**config.mk**
```make
export PLATFORM = sky130hd
export DESIGN_NAME = rpn_stack_calculator_core
export DESIGN_NICKNAME = d
export VERILOG_FILES = /design/src/rpn_pkg.sv /design/src/rpn_stack_calculator_core.sv /design/src/rpn_stack_ram.sv /design/src/rpn_divider.sv
export SDC_FILE = /design/constraint.sdc
export NUM_CORES = 2
export LEC_CHECK = 0
export BUFFER_PORTS_ARGS = -buffer_cell sky130_fd_sc_hd__buf_2
export CAP_MARGIN = 20
export CORE_AREA = 2 2 494 496
export DETAILED_ROUTE_END_ITERATION = 16
export DIE_AREA = 0 0 496 498
export PLACE_DENSITY = 0.46
export SYNTH_ARGS = -nofsm -noshare
export SYNTH_HDL_FRONTEND = slang
export SYNTH_SLANG_ARGS = --single-unit
```
**constraint.sdc**
```tcl
create_clock -name clk -period 7.6 [get_ports clk]
set_input_delay 1.52 -clock clk [delete_from_list [all_inputs] [get_ports clk]]
set_output_delay 1.52 -clock clk [all_outputs]
set_load 0.01 [all_outputs]
```
**src/rpn_pkg.sv**
```systemverilog
// ----------------------------------------------------------------------------
// rpn_pkg: shared constants and types for the RPN stack calculator
// Holds the stack geometry, character codes, status codes and the structs
// that connect the sequencer to the stack memory and the divider.
// ----------------------------------------------------------------------------
package rpn_pkg;

	// Stack geometry.
	localparam int DEPTH      = 32;
	localparam int ADDR_W     = $clog2(DEPTH);
	localparam int CNT_W      = $clog2(DEPTH + 1);
	localparam int DATA_W     = 32;
	localparam int DIV_STEP_W = $clog2(DATA_W);

	// Character codes.
	localparam logic [7:0] CH_ZERO  = 8'h30;
	localparam logic [7:0] CH_NINE  = 8'h39;
	localparam logic [7:0] CH_PLUS  = 8'h2B;
	localparam logic [7:0] CH_MINUS = 8'h2D;
	localparam logic [7:0] CH_STAR  = 8'h2A;
	localparam logic [7:0] CH_SLASH = 8'h2F;
	localparam logic [7:0] CH_EQUAL = 8'h3D;

	// Status codes.
	localparam logic [2:0] STAT_OK        = 3'd0;
	localparam logic [2:0] STAT_INVALID   = 3'd1;
	localparam logic [2:0] STAT_UNDERFLOW = 3'd2;
	localparam logic [2:0] STAT_OVERFLOW  = 3'd3;
	localparam logic [2:0] STAT_DIVZERO   = 3'd4;

	// Stack memory access: one write and one read port.
	typedef struct packed {
		logic              we;
		logic [ADDR_W-1:0] waddr;
		logic [DATA_W-1:0] wdata;
		logic              re;
		logic [ADDR_W-1:0] raddr;
	} ram_req_t;

	// Divider request and response.
	typedef struct packed {
		logic              start;
		logic [DATA_W-1:0] dividend;
		logic [DATA_W-1:0] divisor;
	} div_req_t;

	typedef struct packed {
		logic              done;
		logic [DATA_W-1:0] quotient;
	} div_rsp_t;

endpackage

```
**src/rpn_stack_calculator_core.sv**
```systemverilog
// ----------------------------------------------------------------------------
// rpn_stack_calculator_core: reverse Polish notation calculator
// Takes one character per beat and returns one status beat per character.
// ----------------------------------------------------------------------------
//
// Channel  Direction  Handshake            Payload
// -------  ---------  -------------------  ---------------------------------
// in       to core    in_valid / in_stall  char_code
// out      from core  out_valid/out_stall  status, top_value, depth, done_res
//
// Sequence: a digit, '=', an invalid character or a rejected operator is
// accepted and finished in decode. '+', '-' and '*' pass through accept,
// decode, stack read and write back. '/' passes through accept, decode,
// stack read with divider start, the divider's steps of one quotient bit
// each, quotient capture and write back.
// Reset: arst_n clears the sequencer, the entry count and the output valid;
// the stack memory is not cleared, since only entries below the count are
// ever read. Stalls: the input beat is taken whenever the sequencer is idle,
// even while a result waits on the output; the sequencer then holds in
// place until the output register is free.
// ----------------------------------------------------------------------------
module rpn_stack_calculator_core
	import rpn_pkg::*;
(
	input  logic               clk,
	input  logic               arst_n,
	input  logic               in_valid,
	output logic               in_stall,
	input  logic [7:0]         char_code,
	output logic               out_valid,
	input  logic               out_stall,
	output logic [2:0]         status,
	output logic signed [31:0] top_value,
	output logic [5:0]         depth,
	output logic               done_res
);

	// Sequencer states.
	localparam logic [2:0] S_IDLE     = 3'd0;
	localparam logic [2:0] S_DECODE   = 3'd1;
	localparam logic [2:0] S_READ_A   = 3'd2;
	localparam logic [2:0] S_DIV_WAIT = 3'd3;
	localparam logic [2:0] S_WRITE    = 3'd4;

	localparam logic [CNT_W-1:0] DEPTH_CNT = CNT_W'(DEPTH);

	logic [2:0]        state_q;
	logic [7:0]        char_q;
	logic [CNT_W-1:0]  count_q;
	// Copy of the top entry of the stack; valid whenever count_q is nonzero.
	// It serves as operand b and forwards the newest write without a read.
	logic [DATA_W-1:0] top_q;
	logic [DATA_W-1:0] res_q;

	logic              out_valid_q;
	logic [2:0]        status_q;
	logic [DATA_W-1:0] top_value_q;
	logic [5:0]        depth_q;
	logic              done_res_q;

	ram_req_t          ram_req;
	logic [DATA_W-1:0] ram_rd;
	div_req_t          div_req;
	div_rsp_t          div_rsp;

	logic              out_free;
	logic              out_load;
	logic              is_digit;
	logic              is_op;
	logic              is_div;
	logic              is_eq;
	logic              full;
	logic              has_two;
	logic              goes_alu;
	logic [DATA_W-1:0] digit_val;
	logic [DATA_W-1:0] cur_top;
	logic [ADDR_W-1:0] a_idx;
	logic [DATA_W-1:0] alu_res;

	// Result of a character that finishes in the decode cycle.
	logic [2:0]        imm_status;
	logic [DATA_W-1:0] imm_top;
	logic [CNT_W-1:0]  imm_count;
	logic              imm_done;
	logic              imm_push;

	assign out_free  = !out_valid_q || !out_stall;
	// A new result beat is loaded when a character finishes this cycle.
	assign out_load  = out_free &&
	                   (((state_q == S_DECODE) && !goes_alu) || (state_q == S_WRITE));

	assign is_digit  = (char_q >= CH_ZERO) && (char_q <= CH_NINE);
	assign is_op     = (char_q == CH_PLUS) || (char_q == CH_MINUS) ||
	                   (char_q == CH_STAR) || (char_q == CH_SLASH);
	assign is_div    = (char_q == CH_SLASH);
	assign is_eq     = (char_q == CH_EQUAL);
	assign full      = (count_q >= DEPTH_CNT);
	assign has_two   = (count_q >= CNT_W'(2));
	assign goes_alu  = is_op && has_two && !(is_div && (top_q == '0));
	// Digits share their low nibble with their value.
	assign digit_val = DATA_W'(char_q[3:0]);
	assign cur_top   = (count_q != '0) ? top_q : '0;
	// Operand a sits just below the top; the result is written back there.
	assign a_idx     = ADDR_W'(count_q - CNT_W'(2));

	always_comb begin
		imm_status = STAT_INVALID;
		imm_top    = cur_top;
		imm_count  = count_q;
		imm_done   = 1'b0;
		imm_push   = 1'b0;
		if (is_digit) begin
			if (full) begin
				imm_status = STAT_OVERFLOW;
			end else begin
				imm_status = STAT_OK;
				imm_push   = 1'b1;
				imm_top    = digit_val;
				imm_count  = count_q + CNT_W'(1);
			end
		end else if (is_op) begin
			// Only the rejected cases end here: too few entries or a zero divisor.
			imm_status = has_two ? STAT_DIVZERO : STAT_UNDERFLOW;
		end else if (is_eq) begin
			if (count_q == '0) begin
				imm_status = STAT_UNDERFLOW;
				imm_top    = '0;
			end else begin
				imm_status = STAT_OK;
				imm_top    = top_q;
				imm_count  = '0;
				imm_done   = 1'b1;
			end
		end
	end

	// Operand a comes from memory, operand b from the top copy.
	always_comb begin
		case (char_q)
			CH_PLUS:  alu_res = ram_rd + top_q;
			CH_MINUS: alu_res = ram_rd - top_q;
			CH_STAR:  alu_res = ram_rd * top_q;
			default:  alu_res = '0;
		endcase
	end

	// Memory accesses. A read and a write never meet on one entry in the
	// same cycle, since each character runs alone through the sequencer.
	always_comb begin
		ram_req = '0;
		case (state_q)
			S_DECODE: begin
				if (is_digit && !full && out_free) begin
					ram_req.we    = 1'b1;
					ram_req.waddr = ADDR_W'(count_q);
					ram_req.wdata = digit_val;
				end
				if (goes_alu) begin
					ram_req.re    = 1'b1;
					ram_req.raddr = a_idx;
				end
			end
			S_WRITE: begin
				if (out_free) begin
					ram_req.we    = 1'b1;
					ram_req.waddr = a_idx;
					ram_req.wdata = res_q;
				end
			end
			default: begin
				ram_req = '0;
			end
		endcase
	end

	assign div_req.start    = (state_q == S_READ_A) && is_div;
	assign div_req.dividend = ram_rd;
	assign div_req.divisor  = top_q;

	rpn_stack_ram u_ram (
		.clk     (clk),
		.req     (ram_req),
		.rd_data (ram_rd)
	);

	rpn_divider u_div (
		.clk    (clk),
		.arst_n (arst_n),
		.req    (div_req),
		.rsp    (div_rsp)
	);

	always_ff @(posedge clk or negedge arst_n) begin
		if (!arst_n) begin
			state_q     <= S_IDLE;
			count_q     <= '0;
			out_valid_q <= 1'b0;
			char_q      <= '0;
			top_q       <= '0;
			res_q       <= '0;
			status_q    <= STAT_OK;
			top_value_q <= '0;
			depth_q     <= '0;
			done_res_q  <= 1'b0;
		end else begin
			if (out_load) begin
				out_valid_q <= 1'b1;
			end else if (out_valid_q && !out_stall) begin
				out_valid_q <= 1'b0;
			end
			case (state_q)
				S_IDLE: begin
					if (in_valid) begin
						char_q  <= char_code;
						state_q <= S_DECODE;
					end
				end
				S_DECODE: begin
					if (goes_alu) begin
						state_q <= S_READ_A;
					end else if (out_free) begin
						count_q     <= imm_count;
						if (imm_push) begin
							top_q <= digit_val;
						end
						status_q    <= imm_status;
						top_value_q <= imm_top;
						depth_q     <= 6'(imm_count);
						done_res_q  <= imm_done;
						state_q     <= S_IDLE;
					end
				end
				S_READ_A: begin
					if (is_div) begin
						state_q <= S_DIV_WAIT;
					end else begin
						res_q   <= alu_res;
						state_q <= S_WRITE;
					end
				end
				S_DIV_WAIT: begin
					if (div_rsp.done) begin
						res_q   <= div_rsp.quotient;
						state_q <= S_WRITE;
					end
				end
				S_WRITE: begin
					if (out_free) begin
						top_q       <= res_q;
						count_q     <= count_q - CNT_W'(1);
						status_q    <= STAT_OK;
						top_value_q <= res_q;
						depth_q     <= 6'(count_q - CNT_W'(1));
						done_res_q  <= 1'b0;
						state_q     <= S_IDLE;
					end
				end
				default: begin
					state_q <= S_IDLE;
				end
			endcase
		end
	end

	assign in_stall  = (state_q != S_IDLE);
	assign out_valid = out_valid_q;
	assign status    = status_q;
	assign top_value = top_value_q;
	assign depth     = depth_q;
	assign done_res  = done_res_q;

endmodule

```
**src/rpn_stack_ram.sv**
```systemverilog
// ----------------------------------------------------------------------------
// rpn_stack_ram: operand stack storage
// Synchronous memory with one write port and one registered read port.
// ----------------------------------------------------------------------------
module rpn_stack_ram
	import rpn_pkg::*;
(
	input  logic              clk,
	input  ram_req_t          req,
	output logic [DATA_W-1:0] rd_data
);

	logic [DATA_W-1:0] mem_q [DEPTH];
	logic [DATA_W-1:0] rd_data_q;

	always_ff @(posedge clk) begin
		if (req.we) begin
			mem_q[req.waddr] <= req.wdata;
		end
	end

	always_ff @(posedge clk) begin
		if (req.re) begin
			rd_data_q <= mem_q[req.raddr];
		end
	end

	assign rd_data = rd_data_q;

endmodule

```
**src/rpn_divider.sv**
```systemverilog
// ----------------------------------------------------------------------------
// rpn_divider: iterative signed divider
// Restoring division on magnitudes, one quotient bit per cycle, with the
// sign applied on the way out. The quotient truncates toward zero.
// ----------------------------------------------------------------------------
module rpn_divider
	import rpn_pkg::*;
(
	input  logic     clk,
	input  logic     arst_n,
	input  div_req_t req,
	output div_rsp_t rsp
);

	logic                  busy_q;
	logic                  fin_q;
	logic                  neg_q;
	logic [DIV_STEP_W-1:0] step_q;
	logic [DATA_W-1:0]     rem_q;
	logic [DATA_W-1:0]     quo_q;
	logic [DATA_W-1:0]     dvs_q;

	logic                  a_neg;
	logic                  b_neg;
	logic [DATA_W-1:0]     mag_a;
	logic [DATA_W-1:0]     mag_b;
	logic [DATA_W:0]       shifted;
	logic [DATA_W+1:0]     trial;

	assign a_neg   = req.dividend[DATA_W-1];
	assign b_neg   = req.divisor[DATA_W-1];
	assign mag_a   = a_neg ? (~req.dividend + DATA_W'(1)) : req.dividend;
	assign mag_b   = b_neg ? (~req.divisor + DATA_W'(1)) : req.divisor;

	// Shift the next dividend bit into the partial remainder and try the subtract.
	assign shifted = {rem_q, quo_q[DATA_W-1]};
	assign trial   = {1'b0, shifted} - {2'b00, dvs_q};

	always_ff @(posedge clk or negedge arst_n) begin
		if (!arst_n) begin
			busy_q <= 1'b0;
			fin_q  <= 1'b0;
			step_q <= '0;
		end else begin
			fin_q <= 1'b0;
			if (req.start) begin
				busy_q <= 1'b1;
				step_q <= '0;
			end else if (busy_q) begin
				step_q <= step_q + DIV_STEP_W'(1);
				if (step_q == DIV_STEP_W'(DATA_W - 1)) begin
					busy_q <= 1'b0;
					fin_q  <= 1'b1;
				end
			end
		end
	end

	always_ff @(posedge clk) begin
		if (req.start) begin
			rem_q <= '0;
			quo_q <= mag_a;
			dvs_q <= mag_b;
			neg_q <= a_neg ^ b_neg;
		end else if (busy_q) begin
			if (!trial[DATA_W+1]) begin
				rem_q <= trial[DATA_W-1:0];
				quo_q <= {quo_q[DATA_W-2:0], 1'b1};
			end else begin
				rem_q <= shifted[DATA_W-1:0];
				quo_q <= {quo_q[DATA_W-2:0], 1'b0};
			end
		end
	end

	assign rsp.done     = fin_q;
	assign rsp.quotient = neg_q ? (~quo_q + DATA_W'(1)) : quo_q;

endmodule

```
==> impl_metrics.ini <==
[global_routing]
antenna_found_initial = 18
grt_max_degree = 114
globalRouteTotalUtil = 0.201
grt_pass1_vias = 49600
grt_pass1_wl_mm = 362
gr-total-overflow = 0

[clock_network]
clock_latency_ns = 0.82
root_buffer = clkbuf_16
cts_max_path_buffers = 3
htreeDepth = 4
tritoncts = done
clkSlewWorstSetupHoldPaths_ns = 0.07
numCtsBuffers = 153
clock-sinks = 1278

[power]
leakagePower_nw = 32.4
vdd_ir_drop_max_mv = 0.210
p_per_area_nw_per_um2 = 242

[drt]
ant_nets = 0
avgRoutedWirePerCell_um = 26.2
drc = 0
viasPerCell = 5.13
drt_iter0_drc = 4148
firstDrtPassIters = 5
vias = 49100
drt_wl_total_mm = 251

[floorplan]
die-area_um2 = 247000
dieWidth_um = 496
core_area_um2 = 242000
start_util = 0.299
dieHeight_um = 498
num_rows = 181
ioPinCount = 56

[synthesis]
yosys.area_share.simple = 0.105
synth_area_per_cell_um2 = 11.8
synth_nets = 6739
yosysSeqAreaShare = 0.518
synth_adder_area_share = 0.148
synth_top_area_frac = 0.466
synth_seq_cells = 1278
syn_area_um2 = 72300
synth_top_area_cell = edfxtp_1
synth_top_family_by_area = adder cells
synth_compound_area_frac = 0.110
synth-xor-area-share = 0.0308
synth_warnings = 0
ys_dominant_reg_cell = edfxtp_1
synth_cell_types = 84
synthMuxAreaShare = 0.0430
synth.area.top_cells = edfxtp_1, fa_1, dfrtp_1, nand2_1, ha_1
synthArstFlopShare = 0.0978
synthCells = 6118
synth_edf_count = 1121

[worst_setup_path]
path_max_fanout = 13
crit_path_end_kind = register
critPathLaunchType = register
crit_arrival_ns = 8.02
critPathKind = reg2reg
critPathRequiredTime_ns = 8.29

[timing]
finalCriticalPeriod_ns = 7.33
fmaxAchievable_mhz = 136
max-slew-margin-rel = 0.0912
hold_ws_ns = 0.482
finalClockSkew_ns = 0.0635
tightest_slew_ns = 1.36
setup_slack_ns = 0.270
fin_crit_sh = 0.964
setup_viol = 0
rsz0062_at_grt = yes
finalHoldViolations = 0
slew_viol_final = 0

[place]
routabilityCongestion = 0.901
port_buffers = 55
dp_hpwl_mm = 171
dpl_worst_slack_ns = 0.0849

[run]
maxCapViolations = 0

[run_status]
outcome = complete, no violations

[min_path]
hp-class = reg2reg

[layout]
drive_gt1_frac = 0.117
nNetsFinal = 6853
fillers = 24100
syn_to_final_growth_pct = 14.8
==> synth_stat cells (125+ instances only) <==
cell	instances
nor2_1	239
o21ai_0	294
mux2i_1	216
xnor2_1	154
a21oi_1	272
inv_1	443
clkbuf_1	326
edfxtp_1	1121
fa_1	410
ha_1	199
dfrtp_1	125
and2_1	332
nand2_1	772
==> worst paths after layout <==
check | end | slack, ns | cells after the start | start
worst max-delay path | res_q[31] | 0.27 | 21 | top_q[15]
worst max register to register | res_q[31] | 0.27 | 21 | top_q[15]
worst min-delay path | u_div.rem_q[24] | 0.48 | 2 | u_div.rem_q[23]
worst min register to register | u_div.rem_q[24] | 0.48 | 2 | u_div.rem_q[23]
max in group asynchronous | top_value[11] | 5.29 | 2 | arst_n
min in group asynchronous | top_value[16] | 0.75 | 1 | arst_n
==> kinds of logic after synthesis <==
kind of cell	count (synthesis)
AO/OA/AOI/OAI	1218
XOR/XNOR	254
adder cells (fa/ha/maj)	609
buffers and inverters	845
flip-flops	1278
multiplexers	300
AND/OR/NAND/NOR	1614
==> routing by layer <==
metal	share of wire	GRT usage
met4	0.038	0.0709
met5	0.00010	0
met1	0.42	0.264
met2	0.49	0.339
met3	0.050	0.0283
==> worst max-delay path: stages, from the launching register on <==
cell and delay, ns:
dfrtp_1 0.70, buf_4 0.24, and2_1 0.15, fa_1 0.44, fa_1 0.51, inv_1 0.05
fa_1 0.46, fa_1 0.52, inv_1 0.06, fa_1 0.63, fa_1 0.48, fa_1 0.51
fa_1 0.41, ha_1 0.41, nand2_1 0.12, o21ai_1 0.08, or4_1 0.47, a31oi_4 0.25
o31ai_1 0.14, xnor2_1 0.14, a221oi_1 0.29, o21ai_1 0.10
==> cells in the final DEF (no fill, tap or decap), types with 84 or more instances in the layout <==
cell / instances
a21oi_1: 271
and2_1: 331
buf_4: 272
clkbuf_16: 153
dfrtp_1: 120
edfxtp_1: 1121
fa_1: 410
ha_1: 198
inv_1: 442
mux2_2: 84
mux2i_1: 216
nand2_1: 768
nor2_1: 200
o21ai_0: 289
o221ai_1: 95
xnor2_1: 154
xor2_1: 100
==> power breakdown <==
group | leakage, nW | internal [mW] | total (mW) | switching, mW
Combinational | 17.0 | 1.81 | 4.88 | 3.08
Sequential | 13.1 | 7.72 | 7.96 | 0.248
Clock | 2.38 | 4.15 | 7.24 | 3.09
==> registers in the layout (all words and copies together) (netlist names), 3 cells and up <==
name,flops
u_ram.mem_q,1024
res_q,32
top_q,32
top_value,32
u_div.dvs_q,32
u_div.quo_q,32
u_div.rem_q,32
u_ram.rd_data,32
char_q,8
depth,6
u_div.step_q,5
state_q,3
status,3
==> repair_timing <==
action | in CTS | in global routing
endpoints found under the hold margin | 0 | 0
resized for setup | 0 | 14
hold buffers | 0 | 0
buffers inserted | 0 | 5
endpoints found under the setup margin | 0 | 13
==> metrics by stage <==
stage	utilization	cell area, µm²	cells	TNS, ns	power, mW
finish	0.343	83000	9561	0	20.1
floorplan	-	72300	6118	0	11.2
global placement	0.322	77900	9271	0	13.0
CTS	0.343	82900	9553	0	20.3
global route	0.343	83000	9559	-0.0175	21.0
detailed placement	0.322	78000	9274	0	13.0
==> cell type report <==
cell class | instances | area, µm² | area share
Antenna cell | 3 | 7.51 | 0.0000904
Sequential cell | 1278 | 37400 | 0.451
Clock inverter | 76 | 880 | 0.0106
Multi-Input combinational cell | 3995 | 32000 | 0.385
Tap cell | 3202 | 4010 | 0.0483
Clock buffer | 203 | 4070 | 0.0490
Timing Repair Buffer | 357 | 2920 | 0.0352
Inverter | 447 | 1680 | 0.0203
Power figures use the tool's default switching activity.
